### src/rtl/bpq_pkg.sv
// Package for the BMP pixel palette quantizer.
// Holds sizes, register indexes, the six-color palette and small helper functions.
// No dependencies.
package bpq_pkg;

    localparam int unsigned MAX_WIDTH_DEFAULT  = 4096;
    localparam int unsigned MAX_HEIGHT_DEFAULT = 4096;

    localparam int unsigned BYTE_W      = 8;
    localparam int unsigned CFG_DATA_W  = 13;
    localparam int unsigned CFG_INDEX_W = 4;
    localparam int unsigned INDEX_W     = 24;
    localparam int unsigned CODE_W      = 3;

    localparam int unsigned QUEUE_DEPTH = 2;

    localparam int unsigned SQ_W      = 2 * BYTE_W;
    localparam int unsigned SUM_W     = SQ_W + 2;
    localparam int unsigned RAD_W     = SUM_W + 1;
    localparam int unsigned ROOT_W    = 10;
    localparam logic [RAD_W-1:0] ROOT_BIT0 = RAD_W'(1) << (SUM_W - 2);

    typedef enum logic [CFG_INDEX_W-1:0] {
        REG_IMAGE_WIDTH  = 0,
        REG_IMAGE_HEIGHT = 1
    } cfg_reg_t;

    typedef struct packed {
        logic [BYTE_W-1:0] red;
        logic [BYTE_W-1:0] green;
        logic [BYTE_W-1:0] blue;
    } rgb_t;

    localparam int unsigned PALETTE_SIZE = 6;

    localparam rgb_t PALETTE [PALETTE_SIZE] = '{
        '{8'd255, 8'd0,   8'd0},
        '{8'd255, 8'd165, 8'd0},
        '{8'd255, 8'd255, 8'd0},
        '{8'd0,   8'd255, 8'd0},
        '{8'd0,   8'd0,   8'd255},
        '{8'd255, 8'd255, 8'd255}
    };

    function automatic logic [31:0] eff_dim(input logic [CFG_DATA_W-1:0] v,
                                             input int unsigned maxv);
        logic [31:0] r;
        if (v == '0)
        begin
            r = 32'd1;
        end
        else if (32'(v) > maxv)
        begin
            r = maxv;
        end
        else
        begin
            r = 32'(v);
        end
        return r;
    endfunction

    function automatic logic [BYTE_W-1:0] abs_diff(input logic [BYTE_W-1:0] a,
                                                   input logic [BYTE_W-1:0] b);
        logic [BYTE_W-1:0] r;
        if (a > b)
        begin
            r = a - b;
        end
        else
        begin
            r = b - a;
        end
        return r;
    endfunction

endpackage

### src/rtl/bpq_if.sv
// Channel interfaces of the BMP pixel palette quantizer.
// Byte input, pixel result output and configuration write channels.
// Depends on bpq_pkg.
interface bpq_byte_if;
    logic                        valid;
    logic                        ready;
    logic [bpq_pkg::BYTE_W-1:0]  data_byte;

    modport source (output valid, output data_byte, input ready);
    modport sink (input valid, input data_byte, output ready);
endinterface

interface bpq_pixel_if;
    logic                        valid;
    logic                        ready;
    logic [bpq_pkg::INDEX_W-1:0] pixel_index;
    logic [bpq_pkg::CODE_W-1:0]  color_code;
    logic                        last_pixel;

    modport source (output valid, output pixel_index, output color_code,
                    output last_pixel, input ready);
    modport sink (input valid, input pixel_index, input color_code,
                  input last_pixel, output ready);
endinterface

interface bpq_cfg_if;
    logic                            valid;
    logic                            ready;
    logic [bpq_pkg::CFG_INDEX_W-1:0] index;
    logic [bpq_pkg::CFG_DATA_W-1:0]  data;

    modport source (output valid, output index, output data, input ready);
    modport sink (input valid, input index, input data, output ready);
endinterface

### src/rtl/bpq_front.sv
// Front end: takes raw pixel-data bytes, drops row padding and gathers pixels.
// Tracks row, column and byte phase, and pushes one job per complete pixel.
// Depends on bpq_pkg and bpq_if.
module bpq_front #(
    parameter int unsigned MAX_WIDTH  = bpq_pkg::MAX_WIDTH_DEFAULT,
    parameter int unsigned MAX_HEIGHT = bpq_pkg::MAX_HEIGHT_DEFAULT,
    localparam int unsigned WW    = $clog2(MAX_WIDTH + 1),
    localparam int unsigned HW    = $clog2(MAX_HEIGHT + 1),
    localparam int unsigned JOB_W = 3 * bpq_pkg::BYTE_W + HW + WW + 1
) (
    input  logic             clk,
    input  logic             rst_n,
    bpq_byte_if.sink         byte_in,
    bpq_cfg_if.sink          cfg,
    output logic             push,
    output logic [JOB_W-1:0] job,
    input  logic             full,
    output logic [WW-1:0]    width_eff
);
    import bpq_pkg::*;

    localparam int unsigned DB_W = WW + 2;
    localparam int unsigned RB_W = WW + 3;

    typedef enum logic [1:0] {
        PH_BLUE,
        PH_GREEN,
        PH_RED
    } phase_t;

    logic [WW-1:0]     w_eff_reg;
    logic [HW-1:0]     h_eff_reg;
    logic [RB_W-1:0]   rbp_reg;
    logic [HW-1:0]     file_row_reg;
    logic [WW-1:0]     col_reg;
    phase_t            byte_phase_reg;
    logic [BYTE_W-1:0] held_blue_reg;
    logic [BYTE_W-1:0] held_green_reg;

    logic [DB_W-1:0]   data_bytes;
    logic [RB_W-1:0]   padded;
    logic [RB_W-1:0]   rbp_inc;
    logic [HW-1:0]     frow;
    logic [HW-1:0]     frow_inc;
    logic [HW-1:0]     trow;
    logic              in_data;
    logic              needs_push;
    logic              is_last;
    logic              accept;
    logic              cfg_write;

    assign data_bytes = ({2'b00, w_eff_reg} << 1) + {2'b00, w_eff_reg};
    assign padded     = ({1'b0, data_bytes} + RB_W'(3)) & ~RB_W'(3);
    assign rbp_inc    = rbp_reg + RB_W'(1);
    assign in_data    = rbp_reg < {1'b0, data_bytes};
    assign needs_push = in_data && (byte_phase_reg == PH_RED);

    assign frow     = (file_row_reg < h_eff_reg) ? file_row_reg : h_eff_reg - HW'(1);
    assign frow_inc = file_row_reg + HW'(1);
    assign trow     = h_eff_reg - HW'(1) - frow;
    assign is_last  = (frow == h_eff_reg - HW'(1)) && (col_reg == w_eff_reg - WW'(1));

    assign cfg.ready     = 1'b1;
    assign cfg_write     = cfg.valid && cfg.ready;
    assign byte_in.ready = !cfg.valid && (!needs_push || !full);
    assign accept        = byte_in.valid && byte_in.ready;

    assign push      = accept && needs_push;
    assign job       = {byte_in.data_byte, held_green_reg, held_blue_reg, trow, col_reg, is_last};
    assign width_eff = w_eff_reg;

    always_ff @(posedge clk or negedge rst_n)
    begin
        if (!rst_n)
        begin
            w_eff_reg      <= WW'(1);
            h_eff_reg      <= HW'(1);
            rbp_reg        <= '0;
            file_row_reg   <= '0;
            col_reg        <= '0;
            byte_phase_reg <= PH_BLUE;
            held_blue_reg  <= '0;
            held_green_reg <= '0;
        end
        else if (cfg_write)
        begin
            if (cfg.index == REG_IMAGE_WIDTH || cfg.index == REG_IMAGE_HEIGHT)
            begin
                rbp_reg        <= '0;
                file_row_reg   <= '0;
                col_reg        <= '0;
                byte_phase_reg <= PH_BLUE;
            end
            if (cfg.index == REG_IMAGE_WIDTH)
            begin
                w_eff_reg <= WW'(eff_dim(cfg.data, MAX_WIDTH));
            end
            if (cfg.index == REG_IMAGE_HEIGHT)
            begin
                h_eff_reg <= HW'(eff_dim(cfg.data, MAX_HEIGHT));
            end
        end
        else if (accept)
        begin
            if (in_data)
            begin
                case (byte_phase_reg)
                    PH_BLUE:
                    begin
                        held_blue_reg  <= byte_in.data_byte;
                        byte_phase_reg <= PH_GREEN;
                    end
                    PH_GREEN:
                    begin
                        held_green_reg <= byte_in.data_byte;
                        byte_phase_reg <= PH_RED;
                    end
                    default:
                    begin
                        byte_phase_reg <= PH_BLUE;
                        col_reg        <= col_reg + WW'(1);
                    end
                endcase
            end
            if (needs_push && is_last)
            begin
                rbp_reg        <= '0;
                file_row_reg   <= '0;
                col_reg        <= '0;
                byte_phase_reg <= PH_BLUE;
            end
            else if (rbp_inc >= padded)
            begin
                rbp_reg        <= '0;
                col_reg        <= '0;
                byte_phase_reg <= PH_BLUE;
                file_row_reg   <= (frow_inc >= h_eff_reg) ? '0 : frow_inc;
            end
            else
            begin
                rbp_reg <= rbp_inc;
            end
        end
    end

    a_rbp_in_row: assert property (@(posedge clk) disable iff (!rst_n)
        rbp_reg < padded)
        else $error("Byte position ran past the padded row.");

    a_row_in_image: assert property (@(posedge clk) disable iff (!rst_n)
        file_row_reg < h_eff_reg)
        else $error("File row ran past the image height.");

    a_last_restarts: assert property (@(posedge clk) disable iff (!rst_n)
        (push && is_last) |=> (rbp_reg == '0 && file_row_reg == '0 && col_reg == '0))
        else $error("Counters did not return to the start after the last pixel.");

endmodule

### src/rtl/bpq_fifo.sv
// Short job queue between the front end and the back end.
// Two-entry register queue with full and empty flags.
// Depends on bpq_pkg.
module bpq_fifo #(
    parameter int unsigned DATA_W = 8
) (
    input  logic              clk,
    input  logic              rst_n,
    input  logic              push,
    input  logic [DATA_W-1:0] wdata,
    output logic              full,
    input  logic              pop,
    output logic [DATA_W-1:0] rdata,
    output logic              empty
);
    import bpq_pkg::*;

    localparam int unsigned PTR_W = $clog2(QUEUE_DEPTH);
    localparam int unsigned CNT_W = $clog2(QUEUE_DEPTH + 1);

    logic [DATA_W-1:0] mem [QUEUE_DEPTH];
    logic [PTR_W-1:0]  wr_ptr_reg;
    logic [PTR_W-1:0]  rd_ptr_reg;
    logic [CNT_W-1:0]  count_reg;

    assign full  = count_reg == CNT_W'(QUEUE_DEPTH);
    assign empty = count_reg == '0;
    assign rdata = mem[rd_ptr_reg];

    always_ff @(posedge clk)
    begin
        if (push)
        begin
            mem[wr_ptr_reg] <= wdata;
        end
    end

    always_ff @(posedge clk or negedge rst_n)
    begin
        if (!rst_n)
        begin
            wr_ptr_reg <= '0;
            rd_ptr_reg <= '0;
            count_reg  <= '0;
        end
        else
        begin
            if (push)
            begin
                wr_ptr_reg <= (wr_ptr_reg == PTR_W'(QUEUE_DEPTH - 1)) ? '0
                                                                      : wr_ptr_reg + PTR_W'(1);
            end
            if (pop)
            begin
                rd_ptr_reg <= (rd_ptr_reg == PTR_W'(QUEUE_DEPTH - 1)) ? '0
                                                                      : rd_ptr_reg + PTR_W'(1);
            end
            if (push && !pop)
            begin
                count_reg <= count_reg + CNT_W'(1);
            end
            else if (pop && !push)
            begin
                count_reg <= count_reg - CNT_W'(1);
            end
        end
    end

    a_no_overflow: assert property (@(posedge clk) disable iff (!rst_n)
        !(push && full))
        else $error("Request pushed into a full queue.");

    a_no_underflow: assert property (@(posedge clk) disable iff (!rst_n)
        !(pop && empty))
        else $error("Request popped from an empty queue.");

    a_count_bound: assert property (@(posedge clk) disable iff (!rst_n)
        count_reg <= CNT_W'(QUEUE_DEPTH))
        else $error("Queue count exceeds its depth.");

endmodule

### src/rtl/bpq_back.sv
// Back end: classifies each queued pixel to the nearest palette color.
// Runs an iterative integer square root per palette entry and forms the pixel index.
// Depends on bpq_pkg and bpq_if.
module bpq_back #(
    parameter int unsigned MAX_WIDTH  = bpq_pkg::MAX_WIDTH_DEFAULT,
    parameter int unsigned MAX_HEIGHT = bpq_pkg::MAX_HEIGHT_DEFAULT,
    localparam int unsigned WW    = $clog2(MAX_WIDTH + 1),
    localparam int unsigned HW    = $clog2(MAX_HEIGHT + 1),
    localparam int unsigned JOB_W = 3 * bpq_pkg::BYTE_W + HW + WW + 1
) (
    input  logic             clk,
    input  logic             rst_n,
    input  logic             empty,
    input  logic [JOB_W-1:0] job,
    output logic             pop,
    input  logic [WW-1:0]    width_eff,
    bpq_pixel_if.source      pixel_out
);
    import bpq_pkg::*;

    localparam int unsigned PW  = WW + HW;
    localparam int unsigned ENT_W = $clog2(PALETTE_SIZE);

    typedef enum logic [2:0] {
        ST_IDLE,
        ST_SQUARE,
        ST_SUM,
        ST_ROOT,
        ST_CMP,
        ST_INDEX,
        ST_DONE
    } state_t;

    state_t             state_reg;
    logic [BYTE_W-1:0]  red_reg;
    logic [BYTE_W-1:0]  green_reg;
    logic [BYTE_W-1:0]  blue_reg;
    logic [HW-1:0]      trow_reg;
    logic [WW-1:0]      col_reg;
    logic               last_reg;
    logic [ENT_W-1:0]   entry_reg;
    logic [SQ_W-1:0]    sq_r_reg;
    logic [SQ_W-1:0]    sq_g_reg;
    logic [SQ_W-1:0]    sq_b_reg;
    logic [SUM_W-1:0]   rem_reg;
    logic [RAD_W-1:0]   root_reg;
    logic [RAD_W-1:0]   bit_reg;
    logic [ROOT_W-1:0]  best_d_reg;
    logic [CODE_W-1:0]  best_code_reg;
    logic [PW-1:0]      prod_reg;
    logic               out_valid_reg;
    logic [INDEX_W-1:0] pixel_index_reg;
    logic [CODE_W-1:0]  color_code_reg;
    logic               last_pixel_reg;

    logic [BYTE_W-1:0]     job_red;
    logic [BYTE_W-1:0]     job_green;
    logic [BYTE_W-1:0]     job_blue;
    logic [HW-1:0]         job_trow;
    logic [WW-1:0]         job_col;
    logic                  job_last;
    rgb_t                  pal;
    logic [BYTE_W-1:0]     d_r;
    logic [BYTE_W-1:0]     d_g;
    logic [BYTE_W-1:0]     d_b;
    logic [RAD_W-1:0]      trial;
    logic                  take;
    logic [PW-1:0]         idx_sum;
    logic [INDEX_W+PW-1:0] idx_ext;

    assign {job_red, job_green, job_blue, job_trow, job_col, job_last} = job;

    assign pal     = PALETTE[entry_reg];
    assign d_r     = abs_diff(red_reg, pal.red);
    assign d_g     = abs_diff(green_reg, pal.green);
    assign d_b     = abs_diff(blue_reg, pal.blue);
    assign trial   = root_reg + bit_reg;
    assign take    = {1'b0, rem_reg} >= trial;
    assign idx_sum = prod_reg + PW'(col_reg);
    assign idx_ext = {{INDEX_W{1'b0}}, idx_sum};

    assign pop = (state_reg == ST_IDLE) && !empty;

    assign pixel_out.valid       = out_valid_reg;
    assign pixel_out.pixel_index = pixel_index_reg;
    assign pixel_out.color_code  = color_code_reg;
    assign pixel_out.last_pixel  = last_pixel_reg;

    always_ff @(posedge clk or negedge rst_n)
    begin
        if (!rst_n)
        begin
            state_reg       <= ST_IDLE;
            red_reg         <= '0;
            green_reg       <= '0;
            blue_reg        <= '0;
            trow_reg        <= '0;
            col_reg         <= '0;
            last_reg        <= 1'b0;
            entry_reg       <= '0;
            sq_r_reg        <= '0;
            sq_g_reg        <= '0;
            sq_b_reg        <= '0;
            rem_reg         <= '0;
            root_reg        <= '0;
            bit_reg         <= '0;
            best_d_reg      <= '0;
            best_code_reg   <= '0;
            prod_reg        <= '0;
            out_valid_reg   <= 1'b0;
            pixel_index_reg <= '0;
            color_code_reg  <= '0;
            last_pixel_reg  <= 1'b0;
        end
        else
        begin
            if (pixel_out.ready)
            begin
                out_valid_reg <= 1'b0;
            end
            case (state_reg)
                ST_IDLE:
                begin
                    if (!empty)
                    begin
                        red_reg    <= job_red;
                        green_reg  <= job_green;
                        blue_reg   <= job_blue;
                        trow_reg   <= job_trow;
                        col_reg    <= job_col;
                        last_reg   <= job_last;
                        entry_reg  <= '0;
                        best_d_reg <= '1;
                        state_reg  <= ST_SQUARE;
                    end
                end
                ST_SQUARE:
                begin
                    sq_r_reg  <= SQ_W'(d_r) * SQ_W'(d_r);
                    sq_g_reg  <= SQ_W'(d_g) * SQ_W'(d_g);
                    sq_b_reg  <= SQ_W'(d_b) * SQ_W'(d_b);
                    state_reg <= ST_SUM;
                end
                ST_SUM:
                begin
                    rem_reg   <= SUM_W'(sq_r_reg) + SUM_W'(sq_g_reg) + SUM_W'(sq_b_reg);
                    root_reg  <= '0;
                    bit_reg   <= ROOT_BIT0;
                    state_reg <= ST_ROOT;
                end
                ST_ROOT:
                begin
                    if (take)
                    begin
                        rem_reg  <= rem_reg - trial[SUM_W-1:0];
                        root_reg <= (root_reg >> 1) + bit_reg;
                    end
                    else
                    begin
                        root_reg <= root_reg >> 1;
                    end
                    bit_reg <= bit_reg >> 2;
                    if (bit_reg == RAD_W'(1))
                    begin
                        state_reg <= ST_CMP;
                    end
                end
                ST_CMP:
                begin
                    if (root_reg[ROOT_W-1:0] < best_d_reg)
                    begin
                        best_d_reg    <= root_reg[ROOT_W-1:0];
                        best_code_reg <= CODE_W'(entry_reg);
                    end
                    if (entry_reg == ENT_W'(PALETTE_SIZE - 1))
                    begin
                        state_reg <= ST_INDEX;
                    end
                    else
                    begin
                        entry_reg <= entry_reg + ENT_W'(1);
                        state_reg <= ST_SQUARE;
                    end
                end
                ST_INDEX:
                begin
                    prod_reg  <= PW'(trow_reg) * PW'(width_eff);
                    state_reg <= ST_DONE;
                end
                ST_DONE:
                begin
                    if (!out_valid_reg || pixel_out.ready)
                    begin
                        out_valid_reg   <= 1'b1;
                        pixel_index_reg <= idx_ext[INDEX_W-1:0];
                        color_code_reg  <= best_code_reg;
                        last_pixel_reg  <= last_reg;
                        state_reg       <= ST_IDLE;
                    end
                end
                default:
                begin
                    state_reg <= ST_IDLE;
                end
            endcase
        end
    end

    a_pop_starts: assert property (@(posedge clk) disable iff (!rst_n)
        pop |=> (state_reg == ST_SQUARE && entry_reg == '0))
        else $error("A popped request did not start at the first palette entry.");

    a_root_narrow: assert property (@(posedge clk) disable iff (!rst_n)
        (state_reg == ST_CMP) |-> (root_reg[RAD_W-1:ROOT_W] == '0))
        else $error("Square root result is wider than expected.");

    a_result_from_done: assert property (@(posedge clk) disable iff (!rst_n)
        $rose(out_valid_reg) |-> ($past(state_reg) == ST_DONE
                                  && color_code_reg < CODE_W'(PALETTE_SIZE)))
        else $error("Result appeared outside the done state or with a bad code.");

endmodule

### src/rtl/bmp_pixel_palette_quantizer_top.sv
// Top level of the BMP pixel palette quantizer.
// Connects the byte front end, the request queue and the classifying back end.
// Depends on bpq_pkg, bpq_if, bpq_front, bpq_fifo and bpq_back.
//
// Usage: software writes image_width (index 0) and image_height (index 1) on the
// cfg channel, then streams the pixel-data bytes of a 24-bit BMP on byte_in in file
// order, row padding included. Each complete pixel gives one result on pixel_out
// with its top-down index, its nearest palette color and a flag on the last pixel.
// A write to image_width or image_height restarts the byte stream at the first pixel.
// Bytes are taken one per cycle while cfg.valid is low, until the two-entry request
// queue is full and a red byte is waiting; padding bytes and blue and green bytes
// never wait on the queue. For each pixel the back end pops the request, then runs
// square, sum, nine square root steps and compare for each of the six colors, then
// the index multiply and result load. It takes a new pixel from the queue only once
// the last one is loaded into the output register. After reset the width and height
// are one and all counters are at the start. When the receiver stalls, the result is
// held in the output register, the back end waits with the next one finished, and
// the queue then backs up into byte_in.
module bmp_pixel_palette_quantizer_top #(
    parameter int unsigned MAX_WIDTH  = bpq_pkg::MAX_WIDTH_DEFAULT,
    parameter int unsigned MAX_HEIGHT = bpq_pkg::MAX_HEIGHT_DEFAULT
) (
    input  logic         clk,
    input  logic         rst_n,
    bpq_byte_if.sink     byte_in,
    bpq_cfg_if.sink      cfg,
    bpq_pixel_if.source  pixel_out
);
    import bpq_pkg::*;

    localparam int unsigned WW    = $clog2(MAX_WIDTH + 1);
    localparam int unsigned HW    = $clog2(MAX_HEIGHT + 1);
    localparam int unsigned JOB_W = 3 * BYTE_W + HW + WW + 1;

    logic             push;
    logic             pop;
    logic             full;
    logic             empty;
    logic [JOB_W-1:0] wr_job;
    logic [JOB_W-1:0] rd_job;
    logic [WW-1:0]    width_eff;

    bpq_front #(
        .MAX_WIDTH  (MAX_WIDTH),
        .MAX_HEIGHT (MAX_HEIGHT)
    ) u_front (
        .clk       (clk),
        .rst_n     (rst_n),
        .byte_in   (byte_in),
        .cfg       (cfg),
        .push      (push),
        .job       (wr_job),
        .full      (full),
        .width_eff (width_eff)
    );

    bpq_fifo #(
        .DATA_W (JOB_W)
    ) u_fifo (
        .clk   (clk),
        .rst_n (rst_n),
        .push  (push),
        .wdata (wr_job),
        .full  (full),
        .pop   (pop),
        .rdata (rd_job),
        .empty (empty)
    );

    bpq_back #(
        .MAX_WIDTH  (MAX_WIDTH),
        .MAX_HEIGHT (MAX_HEIGHT)
    ) u_back (
        .clk       (clk),
        .rst_n     (rst_n),
        .empty     (empty),
        .job       (rd_job),
        .pop       (pop),
        .width_eff (width_eff),
        .pixel_out (pixel_out)
    );

endmodule
### src/flat_wrapper.sv
// flat-port wrapper written by rule: the top's interface ports become plain ports
module bmp_pixel_palette_quantizer_top_flat import bpq_pkg::*;
#(
    parameter int unsigned MAX_WIDTH  = bpq_pkg::MAX_WIDTH_DEFAULT,
    parameter int unsigned MAX_HEIGHT = bpq_pkg::MAX_HEIGHT_DEFAULT
)
  (clk, rst_n, byte_in_valid, byte_in_data_byte, byte_in_ready, cfg_valid, cfg_index, cfg_data, cfg_ready, pixel_out_valid, pixel_out_pixel_index, pixel_out_color_code, pixel_out_last_pixel, pixel_out_ready);
  bpq_byte_if byte_in_i ();
  bpq_cfg_if cfg_i ();
  bpq_pixel_if pixel_out_i ();
  input  logic clk;
  input  logic rst_n;
  input wire logic [$bits(byte_in_i.valid)-1:0] byte_in_valid;
  input wire logic [$bits(byte_in_i.data_byte)-1:0] byte_in_data_byte;
  output wire logic [$bits(byte_in_i.ready)-1:0] byte_in_ready;
  input wire logic [$bits(cfg_i.valid)-1:0] cfg_valid;
  input wire logic [$bits(cfg_i.index)-1:0] cfg_index;
  input wire logic [$bits(cfg_i.data)-1:0] cfg_data;
  output wire logic [$bits(cfg_i.ready)-1:0] cfg_ready;
  output wire logic [$bits(pixel_out_i.valid)-1:0] pixel_out_valid;
  output wire logic [$bits(pixel_out_i.pixel_index)-1:0] pixel_out_pixel_index;
  output wire logic [$bits(pixel_out_i.color_code)-1:0] pixel_out_color_code;
  output wire logic [$bits(pixel_out_i.last_pixel)-1:0] pixel_out_last_pixel;
  input wire logic [$bits(pixel_out_i.ready)-1:0] pixel_out_ready;
  assign byte_in_i.valid = byte_in_valid;
  assign byte_in_i.data_byte = byte_in_data_byte;
  assign byte_in_ready = byte_in_i.ready;
  assign cfg_i.valid = cfg_valid;
  assign cfg_i.index = cfg_index;
  assign cfg_i.data = cfg_data;
  assign cfg_ready = cfg_i.ready;
  assign pixel_out_valid = pixel_out_i.valid;
  assign pixel_out_pixel_index = pixel_out_i.pixel_index;
  assign pixel_out_color_code = pixel_out_i.color_code;
  assign pixel_out_last_pixel = pixel_out_i.last_pixel;
  assign pixel_out_i.ready = pixel_out_ready;
  bmp_pixel_palette_quantizer_top #(.MAX_WIDTH(MAX_WIDTH), .MAX_HEIGHT(MAX_HEIGHT)) u_core (.clk(clk), .rst_n(rst_n), .byte_in(byte_in_i), .cfg(cfg_i), .pixel_out(pixel_out_i));
endmodule
### config.mk
export PLATFORM = sky130hd
export DESIGN_NAME = bmp_pixel_palette_quantizer_top_flat
export DESIGN_NICKNAME = d
export VERILOG_FILES = /design/src/rtl/bpq_pkg.sv /design/src/rtl/bpq_if.sv /design/src/rtl/bpq_front.sv /design/src/rtl/bpq_fifo.sv /design/src/rtl/bpq_back.sv /design/src/rtl/bmp_pixel_palette_quantizer_top.sv /design/src/flat_wrapper.sv
export SDC_FILE = /design/constraint.sdc
export NUM_CORES = 2
export LEC_CHECK = 0
export BUFFER_PORTS_ARGS = -buffer_cell sky130_fd_sc_hd__buf_4
export CORE_MARGIN = 8
export CORE_UTILIZATION = 59
export DETAILED_ROUTE_END_ITERATION = 12
export PLACE_DENSITY = 0.79
export SYNTH_ARGS = -nofsm -noshare
export SYNTH_HDL_FRONTEND = slang
export SYNTH_SLANG_ARGS = --single-unit
### constraint.sdc
create_clock -name clk -period 7.5 [get_ports clk]
set_input_delay 0.75 -clock clk [delete_from_list [all_inputs] [get_ports clk]]
set_output_delay 0.75 -clock clk [all_outputs]
set_load 0.1 [all_outputs]
Word level (Yosys, flattened, before mapping)
Memory sizes are Yosys's and may differ from the RTL's. A register that Yosys moved wholly into a read port is not among the register bits. Index checks and enable logic that the tools add are counted.

Register bits: 266. Bits in latches: 0. Bits in writable memories: 102. ROM bits: 192. Input port bits: 30. Output and inout port bits: 31. Memories kept: 2.

$add $sub $neg: 25. $mul: 4. Div/mod/pow operators: 0. $lt $le $gt $ge: 11. Eq/ne operators: 22. Shifts and indexed selects: 0. Multiplexer cells: 57. Bitwise logic cells: 3. Reductions and logical operators: 47.

Memory list: (no name shown) (words 8, bits a word 24, read ports 1, clocked after Yosys merged registers in 0, write ports 0, line bpq_back.sv:73) `assign pal = PALETTE[entry_reg];`; u_core.u_fifo.mem (words 2, bits a word 51, read ports 1, clocked after Yosys merged registers in 1, write ports 1, line bpq_fifo.sv:21) `logic [DATA_W-1:0] mem [QUEUE_DEPTH];`.

Operator list (number): $mux W13 (15); $mux W16 (5); $pmux W19 S2 (2); $mul A8 B8 Y16 (3); $mux W24 (2); $sub A8 B8 Y8 (6); $pmux W18 S2 (1); $add A13 B1 Y13 const B (2); $eq A13 B13 Y1 (2); $sub A13 B1 Y13 const B (2); $add A24 B13 Y24 (1); $gt A8 B8 Y1 (3); $mul A13 B13 Y24 (1); $mux W8 (3); $pmux W3 S7 (1); $mux W10 (2); $pmux W10 S2 (1); $add A18 B19 Y19 (1); $add A19 B19 Y19 (1); $eq A19 B1 Y1 const B (1); $ge A18 B19 Y1 (1); $mux W19 (1); $add A17 B16 Y18 (1); $mux W18 (1); other kinds (47) (110).

Depth between registers and ports, before layout
Word-level depth: 12. Depth in mapped cells: 33.

Modules after synthesis
Synthesis repeated with hierarchy kept, for this count alone.

Cells, all modules: 3653. Area, all modules: 35738.0 µm².

By module, submodules not included: bpq_back (times used 1, cells each 2624, area an instance 23865.4 µm², seq. area each 5355.1 µm²); bpq_front (times used 1, cells each 854, area an instance 7753.7 µm², seq. area each 2154.6 µm²); bpq_fifo (times used 1, cells each 175, area an instance 4119.0 µm², seq. area each 3163.0 µm²).

Worst setup path after synthesis
Ideal clock, no wire load.

Path kind: reg-to-reg. Start: register u_core.u_back.entry_reg[2]. End: register u_core.u_back.sq_g_reg[15]. Library setup time: 95 ps. Data arrival time: 7162 ps. Required time: 7405 ps. Slack: 242 ps. Stages on the path, launching flop included: 31. Buffers on the path: 1. Period minus slack after synthesis: 7258 ps. Cell sequence: dfrtp_1 > buf_2 > inv_1 > a21boi_0 > inv_1 > ha_1 > and2_1 > a21oi_1 > a21oi_1 > o22ai_1 > a2bb2oi_4 > mux2_2 > xor2_1 > or2_2 > inv_1 > fa_1 > fa_1 > ha_1 > inv_1 > fa_1 > inv_1 > ha_1 > a211oi_1 > o21bai_1 > a31oi_1 > o21ai_0 > o21ai_0 > nand2b_1 > a21oi_1 > nor3_1 > o31ai_1.

Word-level cells in the longest chain between the ends: 7. Elaborated cells on any way between the ends: 9. Classes of those cells: add/sub (2); mul (1); order compare (1); mux (3); bitwise (1); memory (1).

RTL lines: start, declared (line bpq_back.sv:41) `logic [ENT_W-1:0] entry_reg;`; start signal, assigned (line bpq_back.sv:181) `entry_reg <= entry_reg + ENT_W'(1);`; $not A3 Y4 (implied by the code) * (line bpq_back.sv:73); $mem_v2 Z8 W24 *; $mux W24 (implied by the code) * (2 in a row) (line bpq_back.sv:73); $sub A8 B8 Y8, or another cell as far along (line bpq_pkg.sv:72) `r = b - a;`; $mux W8 * (line bpq_pkg.sv:66) `if (a > b)`; $mul A8 B8 Y16 * (line bpq_back.sv:140) `sq_g_reg <= SQ_W'(d_g) * SQ_W'(d_g);`; end signal, assigned (line bpq_back.sv:140); end, declared (line bpq_back.sv:43) `logic [SQ_W-1:0] sq_g_reg;`.

Every way passes the cells marked *; elsewhere a longest branch is shown, timed or not. The select of a mux whose other input is x is not followed. A chain may end at the register's enable or synchronous reset.

Final worst setup path
Start: register u_core.u_back.entry_reg[2]. End: register u_core.u_back.sq_b_reg[15].

Word-level cells in the longest chain between the ends: 7. Elaborated cells on any way between the ends: 9. Classes of those cells: add/sub (2); mul (1); order compare (1); mux (3); bitwise (1); memory (1).

RTL lines: $not A3 Y4 (implied by the code) * (line bpq_back.sv:73); $mem_v2 Z8 W24 *; $mux W24 (implied by the code) * (2 in a row) (line bpq_back.sv:73); $sub A8 B8 Y8, or another cell as far along (line bpq_pkg.sv:72); $mux W8 * (line bpq_pkg.sv:66); $mul A8 B8 Y16 * (line bpq_back.sv:141) `sq_b_reg <= SQ_W'(d_b) * SQ_W'(d_b);`; end signal, assigned (line bpq_back.sv:141); end, declared (line bpq_back.sv:44) `logic [SQ_W-1:0] sq_b_reg;`.

Marked as above.

==> flow_summary_export.csv <==
group,metric,value,unit
clock_network,cts_buffers,47,
finish,multiInputGateArea,22300,um^2
sta,setup_violations,0,
routing,drt-vias-per-instance,5.71,
floorplanning,dieArea,67200,um^2
clock_network,clockBufferDepth,3,
finish,diodes,0,
finish,areaGrowthSynthToFinish,8.60,%
sta,finalCritPeriodShare,94.4,%
sta,slew_viol_final,0,
routing,top_layer_used,"met4",
synthesis,synth_cells,3728,
grt,overflow,0,
routing,antenna_left,0,
grt,grt_antenna_before_repair,1,
place,gp_congestion,0.913,
critical_path,worstPathArrival,7560,ps
critical_path,worstSetupEndpoint,"u_core.u_back.sq_b_reg[15]",
clock_network,postCtsHoldBufs,0,
grt,grt_max_degree,173,
sta,relSlewSlack,16.7,%
finish,final_area,37900,um^2
synthesis,async_reset_ff_share,74.9,%
clock_network,clk_pin_slew_worst_paths,60,ps
synthesis,synth_area,34900,um^2
sta,clock_skew,35.3,ps
sta,worstMarginPinSlew,1240,ps
floorplanning,die_w,259,um
critical_path,reg2reg_slack,420,ps
synthesis,ys_ff_latch,406,
critical_path,rr_worst_depth,28,
routing,drt_iter0_markers,1667,
critical_path,cp-end-kind,"flop",
routing,wl_met2,37300,um
critical_path,start_kind,"flop",
critical_path,path_common_cell,"fa_1",
finish,largest_register_ffs,102,
routing,met1_length,35100,um
status,status,"finished clean",
sta,hold_slack,81.1,ps
synthesis,synth_cell_types,87,
finish,nNetsFinal,4380,
routing,dr.pass1.iters,5,
floorplanning,row_count,89,
floorplanning,io_pins,61,
critical_path,cp_max_fo,11,
sta,rsz0062_at_grt,"true",
critical_path,crit_buf_inv,6,
grt,track_usage,24.0,%
synthesis,synth-edff-count,102,
min_path,hold_class,"input port to async pin",
clock_network,root_buffer,"clkbuf_16",
critical_path,setup.worst_path.start,"u_core.u_back.entry_reg[2]",
routing,vias,26100,
routing,wl_per_cell,17.3,um
clock_network,clkLatencyLatePin,610,ps
critical_path,r2r-start,"u_core.u_back.entry_reg[2]",
critical_path,crit_slowest_cell,"fa_1",
clock_network,ctsHtreeMaxLevel,2,
critical_path,crit_type,"flop to flop",
sta,fmax,141,MHz
finish,ff_latch_area,10700,um^2
place,post-dp-hpwl,60000,um
routing,drc,0,
clock_network,cts_tree,"yes",
grt,grt_pass1_wl,133000,um
critical_path,r2r_end,"u_core.u_back.sq_b_reg[15]",
critical_path,crit_required,7980,ps
sta,fin_crit,7080,ps
floorplanning,dieHeight,259,um
clock_network,clock-sinks,406,
critical_path,critPathMaxStageDelay,560,ps
critical_path,critPathTopFamily,"adder cells",
sta,hold_violations,0,
finish,layout-drive-gt1-share,7.95,%
floorplanning,initial_core_util,59.4,%
finish,n_fill_cell,4760,
routing,drt-total-wl,79000,um
routing,met3_length,3910,um
flow_run,maxCapViolCount,0,
place,place_area,36200,um^2
synthesis,synthFlopType,"dfrtp_1",
place,placement.io_buffers,59,
critical_path,critical_path_depth,28,
floorplanning,core,58800,um^2
synthesis,syn_area_per_cell,9.36,um^2
synthesis,ys_seq_area_share,30.6,%
grt,grt_pass1_vias,26500,
synthesis,ys_warn_count,0,
==> cells in the mapped netlist, drive strengths merged, types with 4 or more instances <==
master | number | share of area, %
o211ai | 10 | 0.23
nor3 | 47 | 0.69
and4 | 5 | 0.13
or3 | 20 | 0.36
a21o | 52 | 1.1
o21ai | 238 | 3.4
o22ai | 5 | 0.090
a2111oi | 8 | 0.20
buf | 23 | 0.36
a2bb2oi | 6 | 0.20
and3 | 34 | 0.61
nand4 | 25 | 0.45
a21oi | 189 | 2.7
nand3b | 4 | 0.086
a31o | 6 | 0.15
clkbuf | 111 | 1.2
o31ai | 23 | 0.57
a211o | 6 | 0.15
o311a | 4 | 0.11
nand2 | 436 | 4.7
or4 | 4 | 0.086
dfrtp | 302 | 22
o21a | 22 | 0.47
edfxtp | 102 | 8.8
o221ai | 4 | 0.10
nor4b | 5 | 0.13
nand2b | 67 | 1.2
mux2i | 106 | 3.0
inv | 393 | 4.2
fa | 221 | 13
and2 | 69 | 1.2
a31oi | 30 | 0.54
o21bai | 31 | 0.67
xor2 | 102 | 2.6
or2 | 28 | 0.51
a21boi | 8 | 0.17
nand3 | 64 | 0.92
xnor2 | 148 | 3.7
nor2 | 248 | 2.7
mux2 | 37 | 1.2
ha | 369 | 13
nor2b | 28 | 0.50
nor4 | 8 | 0.19
a211oi | 36 | 0.77
==> routing by layer <==
| metal | GRT usage [%] | vias to the layer above |
|---|---|---|
| li1 | - | 12700 |
| met4 | 8.62 | 0 |
| met2 | 40.2 | 603 |
| met1 | 31.9 | 12700 |
| met3 | 3.01 | 157 |
| met5 | 0 | - |
==> final cells by class <==
| class | count | share of cell area (%) |
|---|---|---|
| multi-input combinational | 2797 | 58.8 |
| sequential | 406 | 28.2 |
| inverter | 393 | 3.89 |
| clock buffer | 59 | 3.30 |
| tap | 773 | 2.55 |
| timing repair buffer | 115 | 2.36 |
| clock inverter | 29 | 0.924 |
==> worst min path at each step <==
| stage | endpoint | depth (start not counted) | start | slack, ps |
|---|---|---|---|---|
| detailed placement | u_core.u_fifo.mem[1][28] | 0 | u_core.u_front.held_blue_reg[1] | 450 |
| global placement | u_core.u_fifo.mem[1][34] | 0 | u_core.u_front.held_blue_reg[7] | 440 |
| floorplan | u_core.u_back.pixel_out.color_code[0] | 2 | u_core.u_back.best_code_reg[0] | 430 |
| global route | u_core.u_front.file_row_reg[9] | 1 | rst_n | 110 |
| CTS | u_core.u_front.file_row_reg[8] | 1 | rst_n | 90 |
| finish | u_core.u_front.file_row_reg[8] | 1 | rst_n | 80 |
==> what timing repair did <==
item	in CTS	in global routing
resized for setup	0	18
buffers inserted	0	2
endpoints found under the hold margin	0	0
setup endpoints to repair	0	9
==> per-stage QoR <==
stage	worst slack, ps	util, %	setup TNS [ps]	instances
2_1_floorplan	242	-	0	3730
3_3_place_gp	204	61.6	0	4482
3_5_place_dp	75.4	61.6	0	4482
4_1_cts	61.6	64.3	0	4570
5_1_grt	-9.39	64.5	-18.2	4572
6_report	416	64.5	0	4572
==> kinds of logic (layout without fill, tap and decap cells) <==
kind of cell | Yosys count | in the layout | share of synthesized area, %
buf+inv | 527 | 596 | 5.79
simple gates | 1101 | 1101 | 14.7
other cells | 2 | 4 | 0.0215
flops | 406 | 406 | 30.6
xor+xnor | 250 | 250 | 6.30
compound gates | 709 | 709 | 12.5
mux | 143 | 143 | 4.23
fa+ha+maj | 590 | 590 | 25.9
==> cells in the final DEF (no fill, tap or decap), drive strengths merged, types with 8 or more instances in the layout <==
master / n
nand2: 436
inv: 401
ha: 369
dfrtp: 302
nor2: 248
o21ai: 238
fa: 221
a21oi: 189
xnor2: 148
buf: 115
mux2i: 106
edfxtp: 102
xor2: 102
and2: 69
nand2b: 67
nand3: 64
clkbuf: 59
a21o: 52
nor3: 47
mux2: 37
a211oi: 36
and3: 34
o21bai: 31
a31oi: 30
nor2b: 28
or2: 28
nand4: 25
o31ai: 23
o21a: 22
or3: 20
clkinv: 13
o211ai: 10
a21boi: 8
a2111oi: 8
nor4: 8
Power is not shown: default switching activity piles up to over one toggle a cycle in this logic, so the estimate is an artifact.
